**src/sv/kwhm_pkg.sv**
```systemverilog
// Shared types, widths and codes for the k-way merge engine.
// No dependencies; every other file imports this package.
`default_nettype none

package kwhm_pkg;

    localparam int NUM_LISTS_DEF  = 8;
    localparam int LIST_DEPTH_DEF = 64;

    localparam int DATA_W      = 32;
    localparam int LIST_W      = 3;
    localparam int KIND_W      = 1;
    localparam int STATUS_W    = 2;
    localparam int S_TDATA_W   = 40;
    localparam int M_TDATA_W   = 40;

    localparam logic [KIND_W-1:0] KIND_APPEND = 1'b0;
    localparam logic [KIND_W-1:0] KIND_POP    = 1'b1;

    localparam logic [STATUS_W-1:0] STATUS_APPENDED = 2'd0;
    localparam logic [STATUS_W-1:0] STATUS_POPPED   = 2'd1;
    localparam logic [STATUS_W-1:0] STATUS_EMPTY    = 2'd2;
    localparam logic [STATUS_W-1:0] STATUS_FULL     = 2'd3;

    typedef struct packed {
        logic                     append;
        logic [LIST_W-1:0]        list_index;
        logic [DATA_W-1:0]        value;
    } kwhm_cmd_t;

endpackage

`default_nettype wire

```
**src/sv/kwhm_cell.sv**
```systemverilog
// One list of the merge engine: bounded queue memory, pointers, head register,
// and one stage of the minimum-search chain. Depends on kwhm_pkg.
`default_nettype none

module kwhm_cell #(
    parameter int NUM_LISTS  = kwhm_pkg::NUM_LISTS_DEF,
    parameter int LIST_DEPTH = kwhm_pkg::LIST_DEPTH_DEF,
    parameter int CELL_IDX   = 0,
    parameter int IDX_W      = $clog2(NUM_LISTS)
) (
    input  wire                          aclk,
    input  wire                          aresetn,
    input  kwhm_pkg::kwhm_cmd_t          cmd,
    input  wire                          commit,
    input  wire                          go_in,
    input  wire                          found_in,
    input  wire [kwhm_pkg::DATA_W-1:0]   val_in,
    input  wire [IDX_W-1:0]              idx_in,
    output logic                         go_out,
    output logic                         found_out,
    output logic [kwhm_pkg::DATA_W-1:0]  val_out,
    output logic [IDX_W-1:0]             idx_out,
    output logic                         hit,
    output logic                         nonempty
);
    import kwhm_pkg::*;

    localparam int SLOT_W = $clog2(LIST_DEPTH);
    localparam int CMP_W  = LIST_W + IDX_W;

    logic [DATA_W-1:0] mem [LIST_DEPTH];
    logic [DATA_W-1:0] head_reg;

    logic [SLOT_W-1:0] rd_slot_reg, rd_slot_next;
    logic              rd_wrap_reg, rd_wrap_next;
    logic [SLOT_W-1:0] wr_slot_reg, wr_slot_next;
    logic              wr_wrap_reg, wr_wrap_next;

    logic              go_reg;
    logic              found_reg;
    logic [DATA_W-1:0] val_reg;
    logic [IDX_W-1:0]  idx_reg;

    logic              full;
    logic              match;
    logic              take;
    logic              wr_en;

    assign nonempty = (rd_slot_reg != wr_slot_reg) || (rd_wrap_reg != wr_wrap_reg);
    assign full     = (rd_slot_reg == wr_slot_reg) && (rd_wrap_reg != wr_wrap_reg);
    assign match    = ({{IDX_W{1'b0}}, cmd.list_index} == CMP_W'(CELL_IDX));
    assign hit      = match && !full;
    assign wr_en    = cmd.append && hit;
    assign take     = nonempty && (!found_in || ($signed(head_reg) < $signed(val_in)));

    always_comb begin
        wr_slot_next = wr_slot_reg;
        wr_wrap_next = wr_wrap_reg;
        if (wr_en) begin
            if (wr_slot_reg == SLOT_W'(LIST_DEPTH - 1)) begin
                wr_slot_next = '0;
                wr_wrap_next = !wr_wrap_reg;
            end else begin
                wr_slot_next = wr_slot_reg + 1'b1;
            end
        end
    end

    always_comb begin
        rd_slot_next = rd_slot_reg;
        rd_wrap_next = rd_wrap_reg;
        if (commit) begin
            if (rd_slot_reg == SLOT_W'(LIST_DEPTH - 1)) begin
                rd_slot_next = '0;
                rd_wrap_next = !rd_wrap_reg;
            end else begin
                rd_slot_next = rd_slot_reg + 1'b1;
            end
        end
    end

    always_ff @(posedge aclk) begin
        if (!aresetn) begin
            rd_slot_reg <= '0;
            rd_wrap_reg <= 1'b0;
            wr_slot_reg <= '0;
            wr_wrap_reg <= 1'b0;
            go_reg      <= 1'b0;
        end else begin
            rd_slot_reg <= rd_slot_next;
            rd_wrap_reg <= rd_wrap_next;
            wr_slot_reg <= wr_slot_next;
            wr_wrap_reg <= wr_wrap_next;
            go_reg      <= go_in;
        end
    end

    always_ff @(posedge aclk) begin
        if (wr_en) begin
            mem[wr_slot_reg] <= cmd.value;
        end
        head_reg <= mem[rd_slot_reg];
    end

    // advance the running minimum; strict compare keeps the lower list on ties
    always_ff @(posedge aclk) begin
        if (take) begin
            found_reg <= 1'b1;
            val_reg   <= head_reg;
            idx_reg   <= IDX_W'(CELL_IDX);
        end else begin
            found_reg <= found_in;
            val_reg   <= val_in;
            idx_reg   <= idx_in;
        end
    end

    assign go_out    = go_reg;
    assign found_out = found_reg;
    assign val_out   = val_reg;
    assign idx_out   = idx_reg;

endmodule

`default_nettype wire
```
**config.mk**
```make
export PLATFORM = sky130hd
export DESIGN_NAME = kwhm_cell
export DESIGN_NICKNAME = d
export VERILOG_FILES = /design/src/sv/kwhm_pkg.sv /design/src/sv/kwhm_cell.sv
export SDC_FILE = /design/constraint.sdc
export NUM_CORES = 2
export LEC_CHECK = 0
export BUFFER_PORTS_ARGS = -buffer_cell sky130_fd_sc_hd__buf_2
export CAP_MARGIN = 20
export CORE_MARGIN = 2
export CORE_UTILIZATION = 40
export DETAILED_ROUTE_END_ITERATION = 12
export GPL_TIMING_DRIVEN = 0
export PLACE_DENSITY = 0.64
export SYNTH_ARGS = -nofsm -noshare
export SYNTH_HDL_FRONTEND = slang
export SYNTH_SLANG_ARGS = --single-unit
```
**constraint.sdc**
```tcl
create_clock -name aclk -period 9.1 [get_ports aclk]
set_input_delay 1.82 -clock aclk [delete_from_list [all_inputs] [get_ports aclk]]
set_output_delay 1.82 -clock aclk [all_outputs]
set_load 0.005 [all_outputs]
```
==> flow_summary_export.csv <==
group,metric,value,unit
status,status,"completed",
clock_tree,ctsHoldBuffers,0,
grt,grt_pass1_wl,293,mm
logic_synthesis,synthFlopType,"edfxtp_1",
setup_path,cp_data_required_time,9790,ps
clock_tree,root_buffer,"clkbuf_16",
logic_synthesis,synth-xor-area-share,0.173,%
logic_synthesis,yosysWarningCount,0,
sta,worstMarginPinSlew,1240,ps
clock_tree,cts_buffers,207,
setup_path,path_delay_family,"buffers and inverters",
cells_and_area,nFillCells,16100,
logic_synthesis,synth_top_family_by_area,"multiplexers",
place,post-dp-hpwl,145,mm
power,p_leak,0.0288,uW
logic_synthesis,synthTopCellsByArea,"edfxtp_1 (76%), mux4_2 (19%), dfxtp_1 (2.1%), ha_1 (0.51%), mux2_2 (0.44%)",
die,pin_count,115,
logic_synthesis,synth_cell_types,40,
clock_tree,clkTransAtPathRegs,60,ps
detailed_routing,vias,37400,
job,maxCapViolCount,0,
detailed_routing,antenna_left,0,
sta,hold_viol,0,
die,die_y,454,um
clock_tree,postCtsSetupBuffers,0,
cells_and_area,drive_above_1_share,34.4,%
setup_path,path_class,"in2reg",
logic_synthesis,syn_area_per_cell,24.7,sq um
detailed_routing,drtIter0Drc,5098,
place,io_buffers,114,
power,pwr_density_cell,215,nW/um^2
logic_synthesis,syn-cell-area,81000,sq um
setup_path,r2r_slack,4490,ps
grt,antenna_found_initial,31,
logic_synthesis,yosys-top-cells-count,"edfxtp_1 (2048), mux4_2 (672), nor2_1 (87), dfxtp_1 (83), clkbuf_1 (81)",
logic_synthesis,synthAdderAreaFrac,0.510,%
sta,finClkSkew,27.8,ps
detailed_routing,firstDrtPassIters,5,
clock_tree,cts_resized,0,
place,place_congestion,0.860,
sta,final-max-slew-violation-count,0,
hold_path,hold_class,"reg2reg",
die,dieWidth,454,um
die,dieArea,206000,sq um
sta,fin_crit,5430,ps
logic_synthesis,synth_compound_area_share,0.269,%
logic_synthesis,synthSimpleGateAreaFrac,0.805,%
grt,grt_max_degree,65,
sta,finalCritPeriodShare,59.6,%
setup_path,crit_chain,"buf_2 -> inv_1 -> ha_1 -> a21oi_1 -> o21ai_0 -> a21oi_1 -> o211ai_1 -> xnor2_1 -> a211o_1 -> clkbuf_1 -> buf_2 -> mux2_2",
sta,setup-tns-final,0,ps
logic_synthesis,synth_most_common_cell,"edfxtp_1",
die,core_area,202000,sq um
sta,grt_setup_unrepaired,"false",
setup_path,cp_slowest_stage_delay,830,ps
logic_synthesis,async_reset_ff_share,0,%
grt,grt_usage,20.5,%
clock_tree,clkLatencyLatePin,830,ps
power,irDropWorstVdd,199,uV
setup_path,critical_path.startpoint_type,"primary input",
clock_tree,cts_tree,"built",
cells_and_area,largest_reg_flops,2048,
grt,grt_overflow_total,0,
die,initial_utilization,40.2,%
logic_synthesis,yosysTopAreaCellShare,75.9,%
detailed_routing,drc,0,
setup_path,path_max_fanout,10,
logic_synthesis,synth_seq_cells,2131,
detailed_routing,routed_wl,211,mm
sta,max_freq,184,MHz
sta,slew_headroom,17.4,%
logic_synthesis,synth_fp_nets,3382,
logic_synthesis,syn_inst,3273,
cells_and_area,fin_nets,3823,
die,rows,165,
clock_tree,cts.sinks,2131,
clock_tree,clockBufferDepth,3,
setup_path,critPathBufInv,4,
sta,setup_violations,0,
logic_synthesis,yosys.area.top_type,"edfxtp_1",
cells_and_area,multi_input_area,17400,sq um
cells_and_area,seq_area,63200,sq um
grt,first_global_vias,37100,
logic_synthesis,synth.mux.area_fraction,19.2,%
setup_path,endpoint_kind,"flop",
logic_synthesis,ys_seq_area_share,78.0,%
logic_synthesis,synth_edf_count,2048,
cells_and_area,final_util,46.7,%
detailed_routing,wl_per_cell,32.0,um
clock_tree,htreeDepth,4,
detailed_routing,avgViaCountPerCell,5.69,
setup_path,crit_arrival,6120,ps
setup_path,critPathSlowestCell,"xnor2_1",
power,total_power,20300,uW
cells_and_area,area_delta_synth_final,16.3,%
report_power, final:
| group | total (uW) | switching, uW | internal, uW |
|---|---|---|---|
| registers | 10800 | 24.9 | 10800 |
| logic | 1300 | 761 | 543 |
| clock network | 8150 | 3580 | 4570 |
final cells by class:
| cell class | count | share of cell area [%] |
|---|---|---|
| Antenna cell | 15 | 0.0399 |
| Buffer | 168 | 0.787 |
| Clock buffer | 280 | 5.94 |
| Clock inverter | 104 | 0.825 |
| Inverter | 35 | 0.140 |
| Multi-Input combinational cell | 939 | 18.5 |
| Sequential cell | 2131 | 67.1 |
| Tap cell | 2672 | 3.55 |
| Timing Repair Buffer | 232 | 3.12 |
stage by stage:
stage	hold slack, ps	cell area (sq um)	setup WS, ps	std cells
5_1_grt	517	94100	3650	6562
3_3_place_gp	483	84900	1260	6059
3_5_place_dp	481	87600	2770	6165
2_1_floorplan	459	81000	4220	3273
4_1_cts	496	93900	3670	6549
6_report	492	94200	3670	6576
path summary, 6_finish.rpt:
check	start	depth (start not counted)	to
worst max-delay path	val_in[21]	12	val_out[21]$_DFF_P_
worst min-delay path	head_reg[3]$_DFF_P_	1	val_out[3]$_DFF_P_
worst max register to register	rd_slot_reg[1]$_SDFFE_PN0P_	6	head_reg[5]$_DFF_P_
worst min register to register	head_reg[3]$_DFF_P_	1	val_out[3]$_DFF_P_
kinds of logic (layout without fill, tap and decap cells):
group	after synthesis	in the layout
flops	2131	2131
xor+xnor	16	16
mux	708	708
compound gates	36	36
simple gates	146	146
fa+ha+maj	33	33
buf+inv	203	819
other cells	0	15
metal layers:
layer,wire (um),global-route usage (%)
met5,116,0
met2,102000,32.9
met1,82600,28.3
met4,6780,6.64
met3,19100,4.11
worst reg2reg max path: cells and delay by family, from the launching register on:
family	cells	cell delay (ps)
mux	3	1680
buf+inv	3	2380
flops	1	430
layout by cell type (no fill, tap or decap), types with 7 or more instances in the layout:
master	Yosys	routed
and2_1	7	7
clkinv_2	0	37
o21ai_0	7	7
dfxtp_1	83	83
diode_2	0	15
nand2_1	18	18
buf_8	0	17
clkbuf_1	81	146
inv_6	0	7
buf_12	0	79
ha_1	33	33
buf_1	32	32
nand3_1	7	7
mux2_2	32	32
bufinv_16	0	10
edfxtp_1	2048	2048
xor2_1	10	10
nand4_1	7	7
buf_16	0	18
clkinv_1	1	43
nor2_4	0	64
buf_6	5	7
nor2_1	87	23
buf_2	46	160
inv_1	34	34
a21oi_1	16	16
clkbuf_16	0	212
mux4_2	672	672
Note: power is estimated with default switching activity, not from simulation.
